### config.mk
export PLATFORM = sky130hd
export DESIGN_NAME = light_change_event_gate
export DESIGN_NICKNAME = d
export VERILOG_FILES = /design/src/lceg_pkg.sv /design/src/lceg_eval.sv /design/src/light_change_event_gate.sv
export SDC_FILE = /design/constraint.sdc
export NUM_CORES = 1
export LEC_CHECK = 0
export ABC_AREA = 0
export BUFFER_PORTS_ARGS = -buffer_cell sky130_fd_sc_hd__buf_2
export CAP_MARGIN = 20
export CORE_AREA = 2 2 144 146
export CTS_BUF_LIST = sky130_fd_sc_hd__clkbuf_16
export DETAILED_ROUTE_END_ITERATION = 16
export DIE_AREA = 0 0 146 148
export PLACE_DENSITY = 0.62
export SLEW_MARGIN = 20
export SYNTH_ARGS = -nofsm -noshare
export SYNTH_HDL_FRONTEND = slang
export SYNTH_SLANG_ARGS = --single-unit
### constraint.sdc
create_clock -name clk_i -period 10.9 [get_ports clk_i]
set_input_delay 0.545 -clock clk_i [delete_from_list [all_inputs] [get_ports clk_i]]
set_output_delay 0.545 -clock clk_i [all_outputs]
set_load 0.005 [all_outputs]
### src/lceg_pkg.sv
`default_nettype none

package lceg_pkg;

  // Event mode codes held in the mode register.
  localparam logic [1:0] MODE_OFF = 2'd0;
  localparam logic [1:0] MODE_AND = 2'd1;
  localparam logic [1:0] MODE_OR  = 2'd2;

  // Configuration register indexes.
  localparam logic [1:0] REG_EVENT_MODE     = 2'd0;
  localparam logic [1:0] REG_READ_INTERVAL  = 2'd1;
  localparam logic [1:0] REG_DIFF_THRESHOLD = 2'd2;

  localparam int unsigned TimeBits   = 32;
  localparam int unsigned CfgIdxBits = 2;
  localparam int unsigned CfgBits    = 32;

  // Decision flags from the evaluation logic to the top level.
  typedef struct packed {
    logic active;      // mode is not off, so state may change
    logic load_level;  // saved level takes the sample
    logic fire;        // an event beat is produced
    logic darkened;    // sample above the effective saved level
  } lceg_dec_t;

endpackage

`default_nettype wire

### src/lceg_eval.sv
`default_nettype none

module lceg_eval #(
  parameter int unsigned SAMPLE_BITS = 10
) (
  input  wire logic [1:0]                    mode_i,
  input  wire logic [lceg_pkg::TimeBits-1:0] interval_i,
  input  wire logic [SAMPLE_BITS-1:0]        threshold_i,
  input  wire logic [lceg_pkg::TimeBits-1:0] now_i,
  input  wire logic [SAMPLE_BITS-1:0]        sample_i,
  input  wire logic [SAMPLE_BITS-1:0]        saved_level_i,
  input  wire logic [lceg_pkg::TimeBits-1:0] saved_time_i,
  output lceg_pkg::lceg_dec_t                dec_o
);
  import lceg_pkg::*;

  logic [SAMPLE_BITS-1:0] ref_level;
  logic [SAMPLE_BITS-1:0] diff;
  logic [TimeBits-1:0]    elapsed;
  logic                   level_unset;
  logic                   time_ok;
  logic                   change_ok;
  logic                   fire;

  // An unset saved level is replaced by the current sample before the change test.
  assign level_unset = (saved_level_i == '0);
  assign ref_level   = level_unset ? sample_i : saved_level_i;

  // Elapsed time wraps modulo 2^32; a zero interval is always met.
  assign elapsed = now_i - saved_time_i;
  assign time_ok = (interval_i == '0) || (elapsed >= interval_i);

  // Absolute light change against the effective saved level.
  assign diff      = (sample_i >= ref_level) ? (sample_i - ref_level) : (ref_level - sample_i);
  assign change_ok = (threshold_i == '0) || (diff >= threshold_i);

  // Combine the two conditions according to the mode; other codes never fire.
  always_comb begin
    case (mode_i)
      MODE_AND: fire = time_ok && change_ok;
      MODE_OR:  fire = time_ok || change_ok;
      default:  fire = 1'b0;
    endcase
  end

  assign dec_o.active     = (mode_i != MODE_OFF);
  assign dec_o.fire       = fire;
  assign dec_o.load_level = (mode_i != MODE_OFF) && (level_unset || fire);
  assign dec_o.darkened   = (sample_i > ref_level);

endmodule

`default_nettype wire

### src/light_change_event_gate.sv
`default_nettype none

// Light change event gate.
// The sample channel (sample_valid_i / sample_ready_o) carries one beat per light
// reading: a millisecond time stamp and a converter value. The event channel
// (event_valid_o / event_ready_i) carries one beat per reported change: the
// level and a darkened flag. A sample produces zero or one event beat.
// Configuration is a plain write port (cfg_we_i, cfg_index_i, cfg_data_i). The
// user must change it only while idle; the block itself does not enforce this.
// A sample beat lands in an input register; when the held sample advances, the
// gate decision, the saved-state update and the event register load all happen
// together. One sample beat is accepted every cycle while the event receiver
// keeps up; the single subtract-and-compare pass between the input and event
// registers sets this. When the receiver stalls with an event beat pending, an
// empty input register still takes one beat; a held sample stays there and the
// sample channel deasserts ready.
// Reset clears the configuration, the saved level (unset) and the saved time,
// and empties both registers.
module light_change_event_gate #(
  parameter int unsigned SAMPLE_BITS = 10
) (
  input  wire logic                              clk_i,
  input  wire logic                              rst_ni,
  input  wire logic                              cfg_we_i,
  input  wire logic [lceg_pkg::CfgIdxBits-1:0]   cfg_index_i,
  input  wire logic [lceg_pkg::CfgBits-1:0]      cfg_data_i,
  input  wire logic                              sample_valid_i,
  output logic                                   sample_ready_o,
  input  wire logic [lceg_pkg::TimeBits-1:0]     now_ms_i,
  input  wire logic [SAMPLE_BITS-1:0]            luminosity_i,
  output logic                                   event_valid_o,
  input  wire logic                              event_ready_i,
  output logic [SAMPLE_BITS-1:0]                 level_o,
  output logic                                   darkened_o
);
  import lceg_pkg::*;

  logic [1:0]             mode_q;
  logic [TimeBits-1:0]    interval_q;
  logic [SAMPLE_BITS-1:0] threshold_q;

  logic                   in_valid_q;
  logic [TimeBits-1:0]    now_q;
  logic [SAMPLE_BITS-1:0] sample_q;

  logic [SAMPLE_BITS-1:0] saved_level_q;
  logic [TimeBits-1:0]    saved_time_q;

  logic                   out_valid_q;
  logic [SAMPLE_BITS-1:0] level_q;
  logic                   darkened_q;

  logic                   advance;
  logic                   sample_take;
  lceg_dec_t              dec;

  // Configuration registers.
  always_ff @(posedge clk_i or negedge rst_ni) begin
    if (!rst_ni) begin
      mode_q      <= MODE_OFF;
      interval_q  <= '0;
      threshold_q <= '0;
    end else if (cfg_we_i) begin
      unique case (cfg_index_i)
        REG_EVENT_MODE:     mode_q      <= cfg_data_i[1:0];
        REG_READ_INTERVAL:  interval_q  <= cfg_data_i[TimeBits-1:0];
        REG_DIFF_THRESHOLD: threshold_q <= cfg_data_i[SAMPLE_BITS-1:0];
        default: ;
      endcase
    end
  end

  // The held sample moves on when the event register is free or being drained.
  assign advance        = in_valid_q && (!out_valid_q || event_ready_i);
  assign sample_ready_o = !in_valid_q || advance;
  assign sample_take    = sample_valid_i && sample_ready_o;

  // Input register.
  always_ff @(posedge clk_i or negedge rst_ni) begin
    if (!rst_ni) begin
      in_valid_q <= 1'b0;
    end else if (sample_ready_o) begin
      in_valid_q <= sample_valid_i;
    end
  end

  always_ff @(posedge clk_i) begin
    if (sample_take) begin
      now_q    <= now_ms_i;
      sample_q <= luminosity_i;
    end
  end

  lceg_eval #(
    .SAMPLE_BITS (SAMPLE_BITS)
  ) u_eval (
    .mode_i        (mode_q),
    .interval_i    (interval_q),
    .threshold_i   (threshold_q),
    .now_i         (now_q),
    .sample_i      (sample_q),
    .saved_level_i (saved_level_q),
    .saved_time_i  (saved_time_q),
    .dec_o         (dec)
  );

  // Saved level and time of the last reported event; an unset level takes any sample.
  always_ff @(posedge clk_i or negedge rst_ni) begin
    if (!rst_ni) begin
      saved_level_q <= '0;
      saved_time_q  <= '0;
    end else if (advance) begin
      if (dec.load_level) begin
        saved_level_q <= sample_q;
      end
      if (dec.fire) begin
        saved_time_q <= (interval_q == '0) ? '0 : now_q;
      end
    end
  end

  // Event register.
  always_ff @(posedge clk_i or negedge rst_ni) begin
    if (!rst_ni) begin
      out_valid_q <= 1'b0;
    end else if (advance) begin
      out_valid_q <= dec.fire;
    end else if (event_ready_i) begin
      out_valid_q <= 1'b0;
    end
  end

  always_ff @(posedge clk_i) begin
    if (advance && dec.fire) begin
      level_q    <= sample_q;
      darkened_q <= dec.darkened;
    end
  end

  assign event_valid_o = out_valid_q;
  assign level_o       = level_q;
  assign darkened_o    = darkened_q;

  // A reported event leaves its level as the saved level.
  assert property (@(posedge clk_i) disable iff (!rst_ni)
    advance && dec.fire |=> saved_level_q == level_q && out_valid_q)
    else $error("saved level differs from the reported event level");

  // With the mode off, a sample leaves the saved state untouched.
  assert property (@(posedge clk_i) disable iff (!rst_ni)
    advance && !dec.active |=> $stable(saved_level_q) && $stable(saved_time_q))
    else $error("saved state changed while events are disabled");

  // A zero interval stores a zero time on every event.
  assert property (@(posedge clk_i) disable iff (!rst_ni)
    advance && dec.fire && interval_q == '0 |=> saved_time_q == '0)
    else $error("saved time not cleared with a zero interval");

  // The sample channel only stalls behind a held sample and a stalled event.
  assert property (@(posedge clk_i) disable iff (!rst_ni)
    !sample_ready_o |-> in_valid_q && out_valid_q && !event_ready_i)
    else $error("sample channel stalled without cause");

endmodule

`default_nettype wire
* Yosys cells after proc, flatten, opt, wreduce, memory -nomap -nowiden
Index checks and enable logic that the tools add are counted.
W data, S select, Z words.
** Operators by class
- Div/mod/pow operators :: 0
- Reduce and logical (&&, ||, !) cells :: 24
- Order comparisons :: 4
- Eq/ne operators :: 4
- $mul :: 0
- Muxes and demuxes :: 6
- Shift operators :: 0
- Bitwise logic cells :: 0
- Add/subtract/negate cells :: 3
** Operators by type and width (count)
- $ge A32 B32 Y1 :: 1
- $logic_not A32 Y1 :: 1
- $mux W32 :: 1
- $sub A32 B32 Y32 :: 1
- $ge A10 B10 Y1 :: 2
- $logic_not A10 Y1 :: 2
- $mux W10 :: 2
- $sub A10 B10 Y10 :: 2
- $gt A10 B10 Y1 :: 1
- $reduce_and A2 Y1 :: 5
- $logic_or A1 B1 Y1 :: 6
- $logic_and A1 B1 Y1 :: 5
- $eq A2 B1 Y1 const B :: 2
- $eq A2 B2 Y1 const B :: 2
- $reduce_bool A2 Y1 :: 2
- $logic_not A1 Y1 :: 2
- $logic_not A2 Y1 :: 1
- $mux W1 :: 2
- $pmux W1 S2 :: 1
** Word-level totals
- ROM bits :: 0
- Bits in registers :: 141
- Bits in latches :: 0
- Logic and storage cells :: 52
- Memory bits (writable) :: 0
- Output and inout port bits :: 13
- Memories :: 0
- Input port bits :: 81

* Logic depth before layout (Yosys ltp)
- Word-level depth :: 11
- Depth in mapped cells :: 28
- Depth with buffers taken out :: 26

* By module
Synthesis repeated with hierarchy kept, for this count alone.
** Unflattened totals
- Cells, all modules :: 870
- Area total of the unflattened synthesis :: 8916.1 µm²
** Modules (own cells, without submodules)
- light_change_event_gate :: sequential area each 3793.6 µm², times used 1, area an instance 5072.4 µm², cells an instance 326
- lceg_eval :: sequential area each 0.0 µm², times used 1, area an instance 3843.7 µm², cells an instance 544

* Worst setup path before layout
Ideal clock, no wire load.
- Path kind :: reg2reg
- Start :: register saved_level_q[1]
- End :: register darkened_q (netlist: darkened_o), enable pin
- Cell stages (with the launch flop) :: 27
- Slack :: 5483 ps
- Setup time :: 314 ps
- Arrival :: 5103 ps
- Path through :: dfrtp_1 -> nor4_1 -> nand2_1 -> nor3_1 -> a21o_1 -> ha_1 -> nand2_1 -> o21ai_0 -> a21oi_1 -> o21a_1 -> a21oi_1 -> buf_2 -> mux2i_1 -> o21ai_0 -> xor2_1 -> ha_1 -> nand4_1 -> nor2_1 -> o21ai_0 -> o211a_1 -> and2b_2 -> o2111ai_2 -> a21boi_4 -> nand3_2 -> buf_6 -> buf_12 -> inv_2
** Between the ends
- Word-level cells in the longest chain between the ends :: 9
** RTL lines
- from (decl) :: line light_change_event_gate.sv:46 : logic [SAMPLE_BITS-1:0] saved_level_q;
- from (signal assigned) :: line light_change_event_gate.sv:114 : saved_level_q <= sample_q;
- $logic_not A10 Y1 :: line lceg_eval.sv:26 : assign level_unset = (saved_level_i == '0);
- $mux W10 * :: line lceg_eval.sv:27 : assign ref_level = level_unset ? sample_i : saved_level_i;
- $sub A10 B10 Y10 / $ge A10 B10 Y1 (equally long branches) :: line lceg_eval.sv:34 : assign diff = (sample_i >= ref_level) ? (sample_i - ref_level) : (ref_level - sample_i);
- $mux W10 * :: line lceg_eval.sv:34
- $ge A10 B10 Y1 * :: line lceg_eval.sv:35 : assign change_ok = (threshold_i == '0) || (diff >= threshold_i);
- $logic_or A1 B1 Y1 * :: line lceg_eval.sv:35
- $logic_or A1 B1 Y1 / $logic_and A1 B1 Y1 (equally long branches) :: line lceg_eval.sv:41, lceg_eval.sv:40
- $pmux W1 S2 * :: line lceg_eval.sv:39 : case (mode_i)
- $logic_and A1 B1 Y1 * :: line light_change_event_gate.sv:134 : if (advance && dec.fire) begin
- to (signal assigned) :: line light_change_event_gate.sv:136 : darkened_q <= dec.darkened;
- to (decl) :: line light_change_event_gate.sv:51 : logic darkened_q;
Mark *: on every way between the ends. The rest lies on a longest branch, timed or not.
A chain may end at the register's enable or synchronous reset.

* Worst setup path after layout
- Start :: register saved_level_q[7]
- End :: register saved_time_q[8]
** Between the ends
- Word-level cells in the longest chain between the ends :: 9
** RTL lines
- $logic_not A10 Y1 :: line lceg_eval.sv:26
- $mux W10 * :: line lceg_eval.sv:27
- $sub A10 B10 Y10 / $ge A10 B10 Y1 (equally long branches) :: line lceg_eval.sv:34
- $mux W10 * :: line lceg_eval.sv:34
- $ge A10 B10 Y1 * :: line lceg_eval.sv:35
- $logic_or A1 B1 Y1 * :: line lceg_eval.sv:35
- $logic_or A1 B1 Y1 / $logic_and A1 B1 Y1 (equally long branches) :: line lceg_eval.sv:41, lceg_eval.sv:40
- $pmux W1 S2 * :: line lceg_eval.sv:39
- $reduce_and A2 Y1 (no line) *
- to (signal assigned) :: line light_change_event_gate.sv:117 : saved_time_q <= (interval_q == '0) ? '0 : now_q;
- to (decl) :: line light_change_event_gate.sv:47 : logic [TimeBits-1:0] saved_time_q;
Marked as above.

==> results.md <==
- Post-CTS Setup Bufs: 0
- DR WL/cell: 15.5 um
- Drt first pass iters: 5
- Buffers on Ports: 93
- Non-Filler Instances: between 1000 and 1500
- Clock transition at the registers of the reported paths: about 60 ps
- CTS max path bufs: 2
- Initial Utilization: roughly 45%
- Vias: 6373
- Clk sinks: 141
- EDFF count, synth: between 50 and 60
- Endpoints failing setup: 0
- Max_cap viols: 0
- H-Tree Depth: 4
- Reg area: roughly 3800 um2
- Prevailing post-synth register cell: dfrtp_1
- Slowest-stage cell, CP: a21oi_2
- Synthesis Warnings: 0
- Worst Path Max Fanout: 33
- Cts bufs inserted: 17
- I/O pin total: 94
- Setup TNS: 0 ps
- Gate Count Post-Synth: between 800 and 900
- Worst slew pin tran: 764 ps
- Critical path required time: 11240 ps
- Die Span Y: 148 um
- Slew Limit Headroom: 49.0%
- Final nets: 1124
- Post-Syn Area per Cell: 10.6 um2
- Wirelength, routed: 19000 um
- Row count: 52
- Grt total ovfl: 0
- Placed inst area: between 9000 and 10000 um2
- Layout cells sized above 1: between 10% and 20%
- P per Cell Area: 286 nW/um2
- Unique masters post-synth: 75
- Initial antenna violation count: 0
- Remaining antenna violation count: 0
- CTS tree: built
- Layout Utilization: about half
- Clk_skew: between 10 and 15 ps
- Setup crit start: saved_level_q[7]
- Dpl cells: between 1000 and 1500
- Ant. Diodes: 0
- All-Layer GR Usage: a little under a fifth
- CTS root buffer: clkbuf_16
- Core Footprint: between 20000 and 25000 um2
- Status: finished, final reports clean
- Period minus WS final: between 6000 and 7000 ps
- Mapped cell area: roughly 9000 um2
- Vias in the first global route: around 6300
- CTS Hold Buffers Added: 0
- Largest delay contributor family on the critical path: compound AO/OA/AOI/OAI gates
- Post-synthesis register bit count: 141
- Slew Limit Fails: 0
- Placer Congestion: between 0.8 and 0.9
- DR iter-0 viols: between 400 and 500
- Die width: roughly 150 um
- Pleak: between 5 and 6 nW
- Via/cell ratio: 5.19
- CTS-repair resized insts: 0
- Pwr Total: 0.00291 W
- Latest clock arrival within the worst-skew pair: 430 ps
- Post-DP HPWL: roughly 14000 um
- Max IR drop VDD: between 100 and 150 uV
- CP Class: reg -> reg
- CP max stage delay: 630 ps
- RSZ-0062 raised after global routing: false
- Synth-to-layout area growth: 14.0%
- HP Class: in -> async
- Drc violations: 0
- Register area share after synthesis: between 40% and 50%
- Filler cells: between 1500 and 2000
- Synthesized net count: 1026
- Die area: between 20000 and 25000 um2
- Crit start category: flop
- Reg2reg start: saved_level_q[7]
- Pin count of the biggest net entering global routing: 46
- Final instance area: approximately 10000 um2
- Final worst path period share: ~58%
- First-pass GRT wire length: 31700 um
- Setup crit end kind: flop
- CP arrival: roughly 6600 ps
- Fraction of registers with async set/reset: between 60 and 70%
- WP buf/inv: 2
- Fmax: 159 MHz
- Fin. Hold Viols: 0
- Multi-input gate area: 4590 um2
[cell families (layout without fill, tap and decap cells)]
kind of cell	Yosys count	count (layout)	synth area share [%]
AOI/OAI and AO/OA	181	181	14.0
xor gates and xnor gates	32	32	3.13
adders and majority gates	98	98	14.0
buffers and inverters	128	238	6.27
DFF	141	141	42.4
muxes	82	82	9.77
and+or+nand+nor	185	185	10.4
[layout make-up]
type	count	area share, %
multi-input cells	578	45.1
flip-flops and latches	141	37.2
repair buffers	97	4.86
clock buffers	17	4.17
inverters	110	4.05
well taps	270	3.32
clock inverters	14	1.28
[power breakdown]
group,leakage (nW),internal (W),switching (W)
combinational,3.34,0.000730,0.000863
clock,0.268,0.000331,0.000226
sequential,1.54,0.000688,0.0000746
[cell usage in the layout (no fill, tap or decap), types with 9 or more instances in the layout]
cell       count
a21o_1        31
nand3_1        9
nand2b_1      11
dfrtp_1       88
clkbuf_16     17
xnor2_1       19
edfxtp_1      53
inv_1        110
nor4_1        13
a21oi_1       48
buf_2         93
mux2i_1       40
nand4_1       11
xor2_1        13
nand2_1       65
nor2_1        31
mux2_2        42
ha_1          95
o21ai_0       22
[path summary, 6_finish.rpt]
kind / cells after the start / to / slack (ps)
max reg2reg: 25 / saved_time_q[8] / 4630
max in group asynchronous: 2 / saved_time_q[29] / 9760
min in group clk_i: 1 / sample_q[1] / 290
min reg2reg: 1 / threshold_q[8] / 510
max: 25 / saved_time_q[8] / 4630
min: 1 / saved_time_q[7] / 120
[state kept, by name, summed over array words and instances, names as in the netlist, 2 cells and up]
register       flops
sample_q          10
saved_level_q     10
saved_time_q      32
threshold_q       10
level_o           10
interval_q        32
mode_q             2
now_q             32
[worst reg2reg max path, stage by stage, from the launching register on]
cell      delay, ps
dfrtp_1         400
nor4_1          360
nand2_1         150
nor3_1          340
buf_2           260
a21o_1          150
ha_1            230
nand2_1         120
o21ai_0         160
a21oi_1         110
o21a_1          250
a21oi_2         630
mux2i_1         340
o21ai_0         130
xor2_1          160
ha_1            300
nand4_1         120
o21bai_1         90
a41oi_1         160
o211a_1         210
and2b_2         230
nor3_2          280
a21boi_4        110
nand3_2         100
buf_4           510
mux2i_1         310
[metrics by stage]
step | setup slack [ps] | hold WS [ps]
2_1_floorplan | 5480 | 249
3_3_place_gp | 4140 | 490
3_5_place_dp | 4330 | 495
4_1_cts | 4280 | 120
5_1_grt | 4080 | 159
6_report | 4630 | 122
[per-layer routing]
layer  vias up  global-route usage [%]  routed length, um
met5         -                       0                  0
met4         0                    5.39                229
met3        14                    4.07                768
met2       118                    28.8               8550
met1      3037                    25.8               9430
li1       3204                       -                  -
[cell usage after synthesis, drive strengths merged, types with 2 or more instances]
cell	instances	area, um2
a2111oi	4	36.3
o21bai	7	52.6
edfxtp	53	1590
a21o	33	250
xnor2	19	166
nand4	11	68.8
nor3b	2	15.0
nor4b	2	17.5
nand3	10	55.1
a41oi	3	26.3
mux2	42	473
o2111ai	2	23.8
nor3	7	40.0
and2b	3	25.0
xor2	13	114
o211ai	4	30.0
a21oi	50	254
o41ai	2	36.3
o21ai	29	145
o21a	8	60.1
fa	3	60.1
nor2b	8	50.1
a211o	2	17.5
nor4	13	81.3
a21boi	5	48.8
a22o	8	70.1
buf	10	100
nand3b	3	22.5
mux2i	40	400
and3	7	43.8
or2	5	31.3
dfrtp	88	2200
inv	110	413
and2	3	18.8
nor2	31	116
a211oi	6	45.0
clkbuf	5	18.8
ha	95	1190
dlygate4sd3	2	20.0
nand2b	11	68.8
nand2	65	244
a31oi	5	31.3
Note: power is estimated with default switching activity, not from simulation.
